[config.mk]
export PLATFORM = sky130hd
export DESIGN_NAME = kway_merge_dedup_unit_flat
export DESIGN_NICKNAME = d
export VERILOG_FILES = /design/src/hdl/kmd_pkg.sv /design/src/hdl/kmd_in_if.sv /design/src/hdl/kmd_out_if.sv /design/src/hdl/kway_merge_dedup_unit.sv /design/src/hdl/kmd_ctrl.sv /design/src/hdl/kmd_datapath.sv /design/src/flat_wrapper.sv
export SDC_FILE = /design/constraint.sdc
export NUM_CORES = 2
export LEC_CHECK = 0
export BUFFER_PORTS_ARGS = -buffer_cell sky130_fd_sc_hd__buf_2
export CAP_MARGIN = 20
export CORE_ASPECT_RATIO = 0.8
export CORE_MARGIN = 10
export CORE_UTILIZATION = 35
export CTS_BUF_LIST = sky130_fd_sc_hd__clkbuf_4
export DETAILED_ROUTE_END_ITERATION = 10
export SLEW_MARGIN = 30
export SYNTH_ARGS = -nofsm -noshare
export SYNTH_HDL_FRONTEND = slang
export SYNTH_SLANG_ARGS = --single-unit
[constraint.sdc]
create_clock -name clk -period 49.8 [get_ports clk]
set_input_delay 9.96 -clock clk [delete_from_list [all_inputs] [get_ports clk]]
set_output_delay 9.96 -clock clk [all_outputs]
set_load 0.02 [all_outputs]
[src/hdl/kmd_pkg.sv]
// Shared constants, operation codes and controller/datapath handshake types.
package kmd_pkg;

  // Source indexing and configuration widths.
  localparam int NSRC  = 8;
  localparam int SRC_W = 3;
  localparam int CFG_W = 4;

  // Record geometry: three 64-bit key words and one payload word.
  localparam int KEY_W    = 64;
  localparam int KEY_BITS = 3 * KEY_W;
  localparam int PAY_W    = 64;
  localparam int HEAD_W   = KEY_BITS + PAY_W;
  localparam int COUNT_W  = 40;
  localparam int OP_W     = 2;

  // Operation codes of an input request.
  localparam logic [OP_W-1:0] OP_RECORD = 2'd0;
  localparam logic [OP_W-1:0] OP_END    = 2'd1;
  localparam logic [OP_W-1:0] OP_START  = 2'd2;

  // Reset value of the source count register and the "nothing awaited" mark.
  localparam logic [CFG_W-1:0] SIU_RESET  = CFG_W'(NSRC);
  localparam logic [CFG_W-1:0] AWAIT_NONE = CFG_W'(NSRC);

  // Commands from the controller to the datapath.
  typedef struct packed {
    logic in_ready;
    logic scan;
    logic finish;
  } kmd_cmd_t;

  // Status from the datapath to the controller.
  typedef struct packed {
    logic in_valid;
    logic item_ok;
    logic scan_end;
    logic out_free;
  } kmd_status_t;

endpackage

[src/hdl/kmd_in_if.sv]
// Input request channel: operation, source index and one record.
interface kmd_in_if import kmd_pkg::*; ();
  logic              valid;
  logic              ready;
  logic [OP_W-1:0]   op;
  logic [SRC_W-1:0]  source;
  logic [KEY_W-1:0]  key_word0;
  logic [KEY_W-1:0]  key_word1;
  logic [KEY_W-1:0]  key_word2;
  logic [PAY_W-1:0]  payload;

  modport src (
    output valid, op, source, key_word0, key_word1, key_word2, payload,
    input  ready
  );

  modport snk (
    input  valid, op, source, key_word0, key_word1, key_word2, payload,
    output ready
  );
endinterface

[src/hdl/kmd_out_if.sv]
// Result channel: emitted record, refill request and merge status.
interface kmd_out_if import kmd_pkg::*; ();
  logic               valid;
  logic               ready;
  logic               record_valid;
  logic [KEY_W-1:0]   out_key0;
  logic [KEY_W-1:0]   out_key1;
  logic [KEY_W-1:0]   out_key2;
  logic [PAY_W-1:0]   out_payload;
  logic               refill_valid;
  logic [SRC_W-1:0]   refill_source;
  logic               merge_done;
  logic [COUNT_W-1:0] emitted_count;
  logic               order_error;

  modport src (
    output valid, record_valid, out_key0, out_key1, out_key2, out_payload,
           refill_valid, refill_source, merge_done, emitted_count, order_error,
    input  ready
  );

  modport snk (
    input  valid, record_valid, out_key0, out_key1, out_key2, out_payload,
           refill_valid, refill_source, merge_done, emitted_count, order_error,
    output ready
  );
endinterface

[src/hdl/kway_merge_dedup_unit.sv]
// An accepted record or end mark goes through intake, a head scan over the n sources in use
// through the single 192-bit comparator, and commit; a start or an ignored request goes from
// intake straight to commit. A result waiting in the output register does not stop the next
// request from being taken and scanned.
// Reset (rst, synchronous, active high) clears the merge as a start request does.
module kway_merge_dedup_unit import kmd_pkg::*; (
  input  logic             clk,
  input  logic             rst,
  input  logic             cfg_write_en,
  input  logic [CFG_W-1:0] cfg_write_data,
  kmd_in_if.snk            in_ch,
  kmd_out_if.src           out_ch
);

  kmd_cmd_t    cmd;
  kmd_status_t status;

  // Sequencer.
  kmd_ctrl u_ctrl (
    .clk    (clk),
    .rst    (rst),
    .status (status),
    .cmd    (cmd)
  );

  // Head store, comparator and result register.
  kmd_datapath u_datapath (
    .clk            (clk),
    .rst            (rst),
    .cfg_write_en   (cfg_write_en),
    .cfg_write_data (cfg_write_data),
    .in_ch          (in_ch),
    .out_ch         (out_ch),
    .cmd            (cmd),
    .status         (status)
  );

endmodule

[src/hdl/kmd_ctrl.sv]
// Controller state machine: take a request, scan the heads for an accepted record or end mark, then post the result.
module kmd_ctrl import kmd_pkg::*; (
  input  logic        clk,
  input  logic        rst,
  input  kmd_status_t status,
  output kmd_cmd_t    cmd
);

  typedef enum logic [2:0] {
    ST_IDLE   = 3'b001,
    ST_SCAN   = 3'b010,
    ST_DECIDE = 3'b100
  } kmd_state_t;

  kmd_state_t state;
  kmd_state_t state_next;

  // State register.
  always_ff @(posedge clk) begin
    if (rst) begin
      state <= ST_IDLE;
    end else begin
      state <= state_next;
    end
  end

  // Next state and command decode.
  always_comb begin
    state_next   = state;
    cmd.in_ready = 1'b0;
    cmd.scan     = 1'b0;
    cmd.finish   = 1'b0;
    case (state)
      ST_IDLE: begin
        // Requests are held off while reset is asserted.
        cmd.in_ready = !rst;
        if (status.in_valid && !rst) begin
          // Accepted records and end marks need a head scan; others go straight out.
          state_next = status.item_ok ? ST_SCAN : ST_DECIDE;
        end
      end
      ST_SCAN: begin
        cmd.scan = 1'b1;
        if (status.scan_end) begin
          state_next = ST_DECIDE;
        end
      end
      ST_DECIDE: begin
        // Commit only when the output register can take the result.
        if (status.out_free) begin
          cmd.finish = 1'b1;
          state_next = ST_IDLE;
        end
      end
      default: begin
        state_next = ST_IDLE;
      end
    endcase
  end

endmodule

[src/hdl/kmd_datapath.sv]
// Datapath: head store, sequential minimum scan, duplicate filter and output register.
module kmd_datapath import kmd_pkg::*; (
  input  logic             clk,
  input  logic             rst,
  input  logic             cfg_write_en,
  input  logic [CFG_W-1:0] cfg_write_data,
  kmd_in_if.snk            in_ch,
  kmd_out_if.src           out_ch,
  input  kmd_cmd_t         cmd,
  output kmd_status_t      status
);

  // Configuration and merge state.
  logic [CFG_W-1:0]    siu;
  logic [NSRC-1:0]     hv;
  logic [NSRC-1:0]     ended;
  logic                have_last;
  logic [KEY_BITS-1:0] last_key;
  logic [CFG_W-1:0]    awaited;
  logic [COUNT_W-1:0]  count;

  // Registered request class.
  logic op_ok;
  logic op_start;

  // Head store and scan pipeline.
  logic [HEAD_W-1:0]   mem [NSRC];
  logic [HEAD_W-1:0]   rd_q;
  logic [CFG_W-1:0]    scan_idx;
  logic                cmp_v;
  logic [SRC_W-1:0]    cmp_idx;
  logic                best_v;
  logic [KEY_BITS-1:0] best_key;
  logic [PAY_W-1:0]    best_pay;
  logic [SRC_W-1:0]    best_idx;

  // Output register.
  logic               out_valid;
  logic               o_record_valid;
  logic [KEY_BITS-1:0] o_key;
  logic [PAY_W-1:0]   o_payload;
  logic               o_refill_valid;
  logic [SRC_W-1:0]   o_refill_source;
  logic               o_merge_done;
  logic [COUNT_W-1:0] o_count;
  logic               o_order_error;

  // Combinational helpers.
  logic [CFG_W-1:0]    n_act;
  logic [NSRC-1:0]     in_use;
  logic [SRC_W-1:0]    src;
  logic [KEY_BITS-1:0] in_key;
  logic                door_ok;
  logic                take;
  logic [KEY_BITS-1:0] rd_key;
  logic [PAY_W-1:0]    rd_pay;
  logic                better;
  logic                settled;
  logic                all_ended;
  logic                emit_sel;
  logic                dup;
  logic                uniq;
  logic [COUNT_W-1:0]  count_inc;
  logic [COUNT_W-1:0]  count_next;

  // Number of sources in use, clamped to one through NSRC, and its mask.
  always_comb begin
    if (siu == '0) begin
      n_act = CFG_W'(1);
    end else if (siu > CFG_W'(NSRC)) begin
      n_act = CFG_W'(NSRC);
    end else begin
      n_act = siu;
    end
    for (int s = 0; s < NSRC; s++) begin
      in_use[s] = (CFG_W'(s) < n_act);
    end
  end

  // Turn check for the request at the input.
  assign src    = in_ch.source;
  assign in_key = {in_ch.key_word0, in_ch.key_word1, in_ch.key_word2};

  always_comb begin
    door_ok = 1'b0;
    if (in_ch.op == OP_RECORD || in_ch.op == OP_END) begin
      if (awaited == AWAIT_NONE) begin
        door_ok = in_use[src] && !hv[src] && !ended[src];
      end else begin
        door_ok = (src == awaited[SRC_W-1:0]);
      end
    end
  end

  assign take = in_ch.valid && cmd.in_ready;

  // Scan compare: a strictly smaller key wins, so ties keep the lower source.
  assign rd_key = rd_q[HEAD_W-1 -: KEY_BITS];
  assign rd_pay = rd_q[PAY_W-1:0];
  assign better = cmp_v && (!best_v || (rd_key < best_key));

  // Selection and duplicate decision.
  assign settled   = &(hv | ended | ~in_use);
  assign all_ended = &(ended | ~in_use);
  assign emit_sel  = op_ok && settled && best_v;
  assign dup       = have_last && (best_key == last_key);
  assign uniq      = emit_sel && !dup;
  assign count_inc = (count == {COUNT_W{1'b1}}) ? count : count + COUNT_W'(1);
  assign count_next = uniq ? count_inc : count;

  // Head store: one write port at request time, one registered read port for the scan.
  always_ff @(posedge clk) begin
    if (take && door_ok && in_ch.op == OP_RECORD) begin
      mem[src] <= {in_key, in_ch.payload};
    end
    rd_q <= mem[scan_idx[SRC_W-1:0]];
  end

  // Control state.
  always_ff @(posedge clk) begin
    if (rst) begin
      siu       <= SIU_RESET;
      hv        <= '0;
      ended     <= '0;
      have_last <= 1'b0;
      awaited   <= AWAIT_NONE;
      count     <= '0;
      op_ok     <= 1'b0;
      op_start  <= 1'b0;
      scan_idx  <= '0;
      cmp_v     <= 1'b0;
      best_v    <= 1'b0;
      out_valid <= 1'b0;
    end else begin
      if (cfg_write_en) begin
        siu <= cfg_write_data;
      end

      // Output handshake.
      if (cmd.finish) begin
        out_valid <= 1'b1;
      end else if (out_ch.ready) begin
        out_valid <= 1'b0;
      end

      // Request intake: clear on start, otherwise, if the turn check passes, store the head or end mark.
      if (take) begin
        op_ok    <= door_ok;
        op_start <= (in_ch.op == OP_START);
        scan_idx <= '0;
        cmp_v    <= 1'b0;
        best_v   <= 1'b0;
        if (in_ch.op == OP_START) begin
          hv        <= '0;
          ended     <= '0;
          have_last <= 1'b0;
          awaited   <= AWAIT_NONE;
          count     <= '0;
        end else if (door_ok) begin
          awaited <= AWAIT_NONE;
          if (in_ch.op == OP_RECORD) begin
            hv[src] <= 1'b1;
          end else begin
            ended[src] <= 1'b1;
          end
        end
      end

      // Scan step: issue one head read and compare the previous one.
      if (cmd.scan) begin
        scan_idx <= scan_idx + CFG_W'(1);
        cmp_v    <= (scan_idx < n_act) && hv[scan_idx[SRC_W-1:0]];
        if (better) begin
          best_v <= 1'b1;
        end
      end

      // Commit the selected head and request its refill.
      if (cmd.finish && emit_sel) begin
        hv[best_idx] <= 1'b0;
        awaited      <= {1'b0, best_idx};
        count        <= count_next;
        if (!dup) begin
          have_last <= 1'b1;
        end
      end
    end
  end

  // Data registers of the scan, the last key and the output.
  always_ff @(posedge clk) begin
    if (cmd.scan) begin
      cmp_idx <= scan_idx[SRC_W-1:0];
      if (better) begin
        best_key <= rd_key;
        best_pay <= rd_pay;
        best_idx <= cmp_idx;
      end
    end
    if (cmd.finish) begin
      if (uniq) begin
        last_key <= best_key;
      end
      o_record_valid  <= uniq;
      o_key           <= uniq ? best_key : '0;
      o_payload       <= uniq ? best_pay : '0;
      o_refill_valid  <= emit_sel;
      o_refill_source <= emit_sel ? best_idx : '0;
      o_merge_done    <= !op_start && all_ended;
      o_count         <= op_start ? '0 : count_next;
      o_order_error   <= !op_ok && !op_start;
    end
  end

  // Ports and status.
  assign in_ch.ready          = cmd.in_ready;
  assign out_ch.valid         = out_valid;
  assign out_ch.record_valid  = o_record_valid;
  assign out_ch.out_key0      = o_key[KEY_BITS-1 -: KEY_W];
  assign out_ch.out_key1      = o_key[KEY_BITS-KEY_W-1 -: KEY_W];
  assign out_ch.out_key2      = o_key[KEY_W-1:0];
  assign out_ch.out_payload   = o_payload;
  assign out_ch.refill_valid  = o_refill_valid;
  assign out_ch.refill_source = o_refill_source;
  assign out_ch.merge_done    = o_merge_done;
  assign out_ch.emitted_count = o_count;
  assign out_ch.order_error   = o_order_error;

  assign status.in_valid = in_ch.valid;
  assign status.item_ok  = door_ok;
  assign status.scan_end = (scan_idx == n_act);
  assign status.out_free = !out_valid || out_ch.ready;

endmodule
[src/flat_wrapper.sv]
// flat-port wrapper written by rule: the top's interface ports become plain ports
module kway_merge_dedup_unit_flat import kmd_pkg::*;
  (clk, rst, cfg_write_en, cfg_write_data, in_ch_valid, in_ch_op, in_ch_source, in_ch_key_word0, in_ch_key_word1, in_ch_key_word2, in_ch_payload, in_ch_ready, out_ch_valid, out_ch_record_valid, out_ch_out_key0, out_ch_out_key1, out_ch_out_key2, out_ch_out_payload, out_ch_refill_valid, out_ch_refill_source, out_ch_merge_done, out_ch_emitted_count, out_ch_order_error, out_ch_ready);
  kmd_in_if in_ch_i ();
  kmd_out_if out_ch_i ();
  input  logic clk;
  input  logic rst;
  input  logic cfg_write_en;
  input  logic [CFG_W-1:0] cfg_write_data;
  input wire logic [$bits(in_ch_i.valid)-1:0] in_ch_valid;
  input wire logic [$bits(in_ch_i.op)-1:0] in_ch_op;
  input wire logic [$bits(in_ch_i.source)-1:0] in_ch_source;
  input wire logic [$bits(in_ch_i.key_word0)-1:0] in_ch_key_word0;
  input wire logic [$bits(in_ch_i.key_word1)-1:0] in_ch_key_word1;
  input wire logic [$bits(in_ch_i.key_word2)-1:0] in_ch_key_word2;
  input wire logic [$bits(in_ch_i.payload)-1:0] in_ch_payload;
  output wire logic [$bits(in_ch_i.ready)-1:0] in_ch_ready;
  output wire logic [$bits(out_ch_i.valid)-1:0] out_ch_valid;
  output wire logic [$bits(out_ch_i.record_valid)-1:0] out_ch_record_valid;
  output wire logic [$bits(out_ch_i.out_key0)-1:0] out_ch_out_key0;
  output wire logic [$bits(out_ch_i.out_key1)-1:0] out_ch_out_key1;
  output wire logic [$bits(out_ch_i.out_key2)-1:0] out_ch_out_key2;
  output wire logic [$bits(out_ch_i.out_payload)-1:0] out_ch_out_payload;
  output wire logic [$bits(out_ch_i.refill_valid)-1:0] out_ch_refill_valid;
  output wire logic [$bits(out_ch_i.refill_source)-1:0] out_ch_refill_source;
  output wire logic [$bits(out_ch_i.merge_done)-1:0] out_ch_merge_done;
  output wire logic [$bits(out_ch_i.emitted_count)-1:0] out_ch_emitted_count;
  output wire logic [$bits(out_ch_i.order_error)-1:0] out_ch_order_error;
  input wire logic [$bits(out_ch_i.ready)-1:0] out_ch_ready;
  assign in_ch_i.valid = in_ch_valid;
  assign in_ch_i.op = in_ch_op;
  assign in_ch_i.source = in_ch_source;
  assign in_ch_i.key_word0 = in_ch_key_word0;
  assign in_ch_i.key_word1 = in_ch_key_word1;
  assign in_ch_i.key_word2 = in_ch_key_word2;
  assign in_ch_i.payload = in_ch_payload;
  assign in_ch_ready = in_ch_i.ready;
  assign out_ch_valid = out_ch_i.valid;
  assign out_ch_record_valid = out_ch_i.record_valid;
  assign out_ch_out_key0 = out_ch_i.out_key0;
  assign out_ch_out_key1 = out_ch_i.out_key1;
  assign out_ch_out_key2 = out_ch_i.out_key2;
  assign out_ch_out_payload = out_ch_i.out_payload;
  assign out_ch_refill_valid = out_ch_i.refill_valid;
  assign out_ch_refill_source = out_ch_i.refill_source;
  assign out_ch_merge_done = out_ch_i.merge_done;
  assign out_ch_emitted_count = out_ch_i.emitted_count;
  assign out_ch_order_error = out_ch_i.order_error;
  assign out_ch_i.ready = out_ch_ready;
  kway_merge_dedup_unit u_core (.clk(clk), .rst(rst), .cfg_write_en(cfg_write_en), .cfg_write_data(cfg_write_data), .in_ch(in_ch_i), .out_ch(out_ch_i));
endmodule
; Yosys cells after proc, flatten, opt, wreduce, memory -nomap -nowiden
; Memory sizes are Yosys's and may differ from the RTL's. A register that Yosys moved wholly into a read port is not among the register bits.
; Cells that the tools add are included.
[classes]
n_div = 0
n_reduce_logical = 44
bitwise_logic = 8
shift = 0
addsub = 2
magnitude_cmp = 16
muxes = 58
eq_ne = 14
mul = 0
[ops]
columns = cell, count
row1 = 2-to-1 mux 40 bit, 5
row2 = == test 192 bit, 1
row3 = less-than comparator 192 bit, 1
row4 = 2-to-1 mux 8 bit, 9
row5 = "adder 40 x 1 -> 40 bit, second input constant", 1
row6 = "== test 40 bit, second input constant", 1
row7 = bitwise OR 8 bit, 5
row8 = 2-to-1 mux 4 bit, 8
row9 = 2-to-1 mux 1 bit, 25
row10 = logical AND 1 bit, 17
row11 = "less-than comparator 3 x 4 -> 1 bit, first input constant", 4
row12 = NOT 8 bit, 2
row13 = AND reduction 8 bit, 2
row14 = binary-select mux 1 bit (select 3 bit), 4
row15 = "less-than comparator 3 x 4 -> 1 bit, second input constant", 3
row16 = 2-to-1 mux 3 bit, 4
row17 = nonzero test 2 bit, 5
row18 = one-hot mux 3 bit (3 select lines), 1
row19 = bitwise AND 8 bit, 1
row20 = zero test 1 bit, 8
row21 = "less-than comparator 1 x 4 -> 1 bit, first input constant", 2
row22 = "less-than comparator 2 x 4 -> 1 bit, first input constant", 2
row23 = AND reduction 2 bit, 4
row24 = demux 1 bit (select 3 bit), 2
row25 = 19 further kinds, 25
[word_totals]
n_memories = 1
ff_bits = 834
wordCells = 169
out_inout_bits = 305
inputBits = 270
latchBits = 0
ramBits = 2048
mem_bits_ro = 0
[mem_list]
columns = memory, depth, width, rd, rd_clocked_by_memory_dff, wr, line_no
row1 = u_core.u_datapath.mem, 8, 256, 1, 1, 1, kmd_datapath.sv:27  ; logic [HEAD_W-1:0] mem [NSRC];

; Logic depth before layout (Yosys ltp)
[depth]
depth_word = 16
depth_mapped = 13
mapped_depth_nobuf = 11

; Modules after synthesis
; From an unflattened synthesis, not the netlist that was laid out.
[hier_totals]
hier_cells = 5931
area_unflattened_um2 = 117811.7
[modules_own_cells]
columns = module, cells_each, n_inst, area_per_inst_um2, seq_area_each_um2
row1 = kmd_datapath, 5908, 1, 117602.8, 90837.1
row2 = kmd_ctrl, 23, 1, 209.0, 60.1

; Worst setup path after synthesis
; OpenSTA, ideal clock, no wires.
[synth_timing]
kind = input to register
start = input in_ch_source[2]
end = memory u_core.u_datapath.mem[0][0] (netlist name), enable pin
path_buffers = 0
required_ns = 48.298
t_arrival_ns = 35.609
setup_ns = 1.502
setup_slack_ns = 12.690
path_stages = 7
path_cell_list = or3b_1 a32o_1 a2111o_1 o31ai_1 and2b_1 nand2_1 nor4_1
[synth_between]
elab_chain_cells = 11
word_cells_on_any_way = 17
cone_classes = eq/ne: 1 / mux: 10 / reduce/logical: 6
[synth_lines]
columns = item, line_no
row1 = "start, declared", flat_wrapper.sv:12  ; input wire logic [$bits(in_ch_i.source)-1:0] in_ch_source;
row2 = binary-select mux 1 bit (select 3 bit), kmd_datapath.sv:88  ; door_ok = in_use[src] && !hv[src] && !ended[src];
row3 = 2-to-1 mux 1 bit (not written as such), kmd_datapath.sv:88
row4 = zero test 1 bit, kmd_datapath.sv:88
row5 = logical AND 1 bit (2 in a row), kmd_datapath.sv:88
row6 = 2-to-1 mux 1 bit, kmd_datapath.sv:87  ; if (awaited == AWAIT_NONE) begin
row7 = 2-to-1 mux 1 bit, kmd_datapath.sv:86  ; if (in_ch.op == OP_RECORD || in_ch.op == OP_END) begin
row8 = logical AND 1 bit (2 in a row), kmd_datapath.sv:113  ; if (take && door_ok && in_ch.op == OP_RECORD) begin
row9 = 2-to-1 mux 1 bit, kmd_datapath.sv:113
row10 = 2-to-1 mux 1 bit (not written as such), kmd_datapath.sv:114  ; mem[src] <= {in_key, in_ch.payload};
row11 = "end, declared", kmd_datapath.sv:27
; Parallel ways exist; a longest one is shown, timed or not. The select of a mux whose other input is x is not followed.

; Final worst setup path
[layout_timing]
start = input rst
end = output in_ch_ready
[layout_between]
elab_chain_cells = 2
[layout_lines]
columns = item, line_no
row1 = "start, declared", flat_wrapper.sv:7  ; input logic rst;
row2 = zero test 1 bit, kmd_ctrl.sv:36  ; cmd.in_ready = !rst;
row3 = 2-to-1 mux 1 bit, kmd_ctrl.sv:33  ; case (state)
row4 = "end, declared", flat_wrapper.sv:17  ; output wire logic [$bits(in_ch_i.ready)-1:0] in_ch_ready;
; Every way passes these cells.

==> run metrics <==
status=finished, final reports clean; post-synthesis instance total=5896; cts hold-fix bufs=0; Skew-Pair Late Insertion Delay=1.55 ns; Util after Layout=40.8%; Detailed Place HPWL=211 mm; Hold Vio Cnt, Final=0; drt total wl=326 mm; DP Area=126000 sq um; synth unique cells=69; Die H=538 um; Overall Power=5.11 mW; Rows=190; largest net degree at the start of global routing=147; Final Wtd Congestion=0.870; area added between synthesis and finish=16.3%; Core Area=334000 sq um; vias per std cell=5.02; DIE AREA=359000 sq um; Multi-input gate area=25000 sq um; max cap viols=0; crit path kind=in2out; Final Cell Area=137000 sq um; CTS Buffer Depth=4; Max IR drop VDD=26.7 uV; sequential area share after synthesis=77.4%; Synth Cell Area=117000 sq um; gr usage total=17.6%; Avg Cell Area, Syn=19.9 sq um; CTS tree=yes; H-Tree Depth=6; Tmin final=21.03 ns; met1 Use GR=22.5%; Die W=668 um; most used routing layer=met2; DRT Pass-1 Iters=6; Ports=575; post-route antenna net violation count=0; CP required=39.84 ns; Tcrit/Tclk final=42.2%; final net count=7577; Worst Setup Slack post-DPL=28.77 ns; crit path max fanout=24; relative slew slack=27.3%; First DRT Iteration DRCs=5640; fmax=47.5 MHz; area occupied by registers=90900 sq um; cts repair resizes=0; Worst-path clk slew=0.07 ns; vias in the first global route=63000; met2 Resource Use GR=28.5%; Clock Skew=0.184 ns; Num Clock Sinks=3138; first-pass GRT wire length=461 mm; Post-CTS Setup Inserts=0; RSZ-0062 raised after global routing=no; HP Class=reg2reg; Post-Syn Nets=6363; port buffer count=574; share of cells above drive strength 1=35.2%; setup TNS=0 ns; met3 Usage GRT=4.75%; setup violators final=0; critical path launch point type=input pin; CP arrival=11.07 ns; DR WL/cell=26.7 um; Synth async-reset ratio=0%; CTS Buf Count=761; pwr dens=37.4 nW/um^2; Final Max Tran Viols=0; Yosys warning count=0; Least-Margin Pin Slew=1.08 ns; via count=61500; Root Driver=clkbuf_4; gr ovfl total=0; fill cell count=29900; DRC violations left=0; initial antenna violation count=178; Initial Utilization=35.1%; EDFF count, synth=2805; Leak=46.7 nW; Seq cells post-synth=3138; Synth Flop Type=edfxtp_1; setup ws final=28.77 ns; CP endpoint kind=primary output
## registers in the layout, summed over array words and instances (netlist names), 40 cells and up
signal / count
u_core.u_datapath.mem: 2048
u_core.u_datapath.rd_q: 256
u_core.u_datapath.best_key: 192
u_core.u_datapath.last_key: 192
u_core.u_datapath.o_key: 192
u_core.u_datapath.best_pay: 64
u_core.u_datapath.out_ch.out_payload: 64
u_core.u_datapath.count: 40
u_core.u_datapath.out_ch.emitted_count: 40
## power breakdown
group          internal (mW)  switching [mW]
logic                 0.0198          0.0410
clock network           1.12            1.07
registers               2.86         0.00393
total                   4.00            1.11
## routing by layer
metal / share of wire [%] / wire length [um] / up-vias
met3: 7.7 / 25000 / 713
met1: 41 / 133000 / 31600
met5: 0.20 / 656 / -
met2: 48 / 156000 / 2404
li1: - / - / 26600
met4: 3.7 / 12000 / 108
## final timing paths
kind              cells after the start                                 startpoint                                  endpoint  slack (ns)
setup / recovery                      4                                        rst                               in_ch_ready       28.77
hold / removal                        0         u_core.u_datapath.rd_q[67]$_DFF_P_   u_core.u_datapath.best_key[3]$_DFFE_PP_        0.37
setup reg to reg                     14  u_core.u_datapath.best_key[109]$_DFFE_PP_  u_core.u_datapath.best_pay[55]$_DFFE_PP_       43.50
hold reg to reg                       0         u_core.u_datapath.rd_q[67]$_DFF_P_   u_core.u_datapath.best_key[3]$_DFFE_PP_        0.37
## final cells by class
cell class,count,area share [%]
Tap cell,4416,4.04
Multi-Input combinational cell,2320,18.3
Clock buffer,1175,6.46
Clock inverter,247,1.05
Antenna cell,51,0.0934
Timing Repair Buffer,665,2.91
Sequential cell,3138,66.5
Inverter,224,0.617
## Yosys cell counts (5+ instances only)
cell	n	area, sq um
o2111ai_1	25	219
xor2_1	53	464
o2bb2ai_1	13	114
mux2i_1	5	50.1
xnor2_1	89	780
ha_1	197	2460
nor2b_1	22	138
a22o_1	11	96.3
a31oi_1	24	150
nor3_1	23	115
buf_1	59	221
dfxtp_1	333	6670
o21a_1	9	67.6
mux2_2	257	2890
nand4_1	77	482
nor4_1	30	188
clkbuf_1	129	484
o31ai_1	14	105
o21ai_0	71	355
o22ai_1	12	75.1
a2111oi_0	12	105
o221ai_1	10	87.6
a21o_1	15	113
nand2b_1	76	475
edfxtp_1	2805	84200
nor2_1	313	1170
a211oi_1	19	143
nand2_1	95	357
a311oi_1	5	43.8
a41oi_1	9	78.8
and2_1	76	475
nand3_1	43	215
o21ai_1	5	25.0
inv_1	222	833
buf_6	6	67.6
and3_1	24	150
or3_1	15	93.8
a21oi_1	99	495
mux4_2	514	11600
o211ai_1	7	52.6
buf_2	20	100
## worst max-delay path, stage by stage
cell	delay, ns
buf_2	0.39
inv_1	0.23
and3_1	0.29
buf_2	0.19
## kinds of logic (layout without fill, tap and decap cells)
kind of cell             after synthesis  count (layout)  synth area share [%]
XOR/XNOR                             142             142                  1.06
AND/OR/NAND/NOR                      821             821                  3.47
multiplexers                         777             777                  12.4
flip-flops                          3138            3138                  77.4
adder cells (fa/ha/maj)              197             197                  2.10
AO/OA/AOI/OAI                        383             383                  2.17
other                                  0              51                     0
buffers and inverters                438            2311                  1.46
## cell usage in the layout, fill, tap and decap left out, types with 35 or more instances in the layout
cell type  netlist  routed
inv_1          222     222
and2_1          76      76
nand3_1         43      43
edfxtp_1      2805    2805
mux2_2         257     257
nand2b_1        76      76
clkbuf_4         0    1175
dfxtp_1        333     330
clkinv_1         0     154
o21ai_0         71      71
ha_1           197     197
xor2_1          53      53
a21oi_1         99      99
diode_2          0      51
buf_2           20     574
xnor2_1         89      89
clkinv_2         0      35
nand4_1         77      77
nor2_1         313     306
mux4_2         514     514
buf_4            0      60
nand2_1         95      95
## per-stage QoR
stage               hold slack [ns]  cells
floorplan                     0.386   5896
global placement              0.387  10800
detailed placement            0.389  10800
CTS                           0.365  12200
global route                  0.372  12200
finish                        0.373  12200
Power figures use the tool's default switching activity.
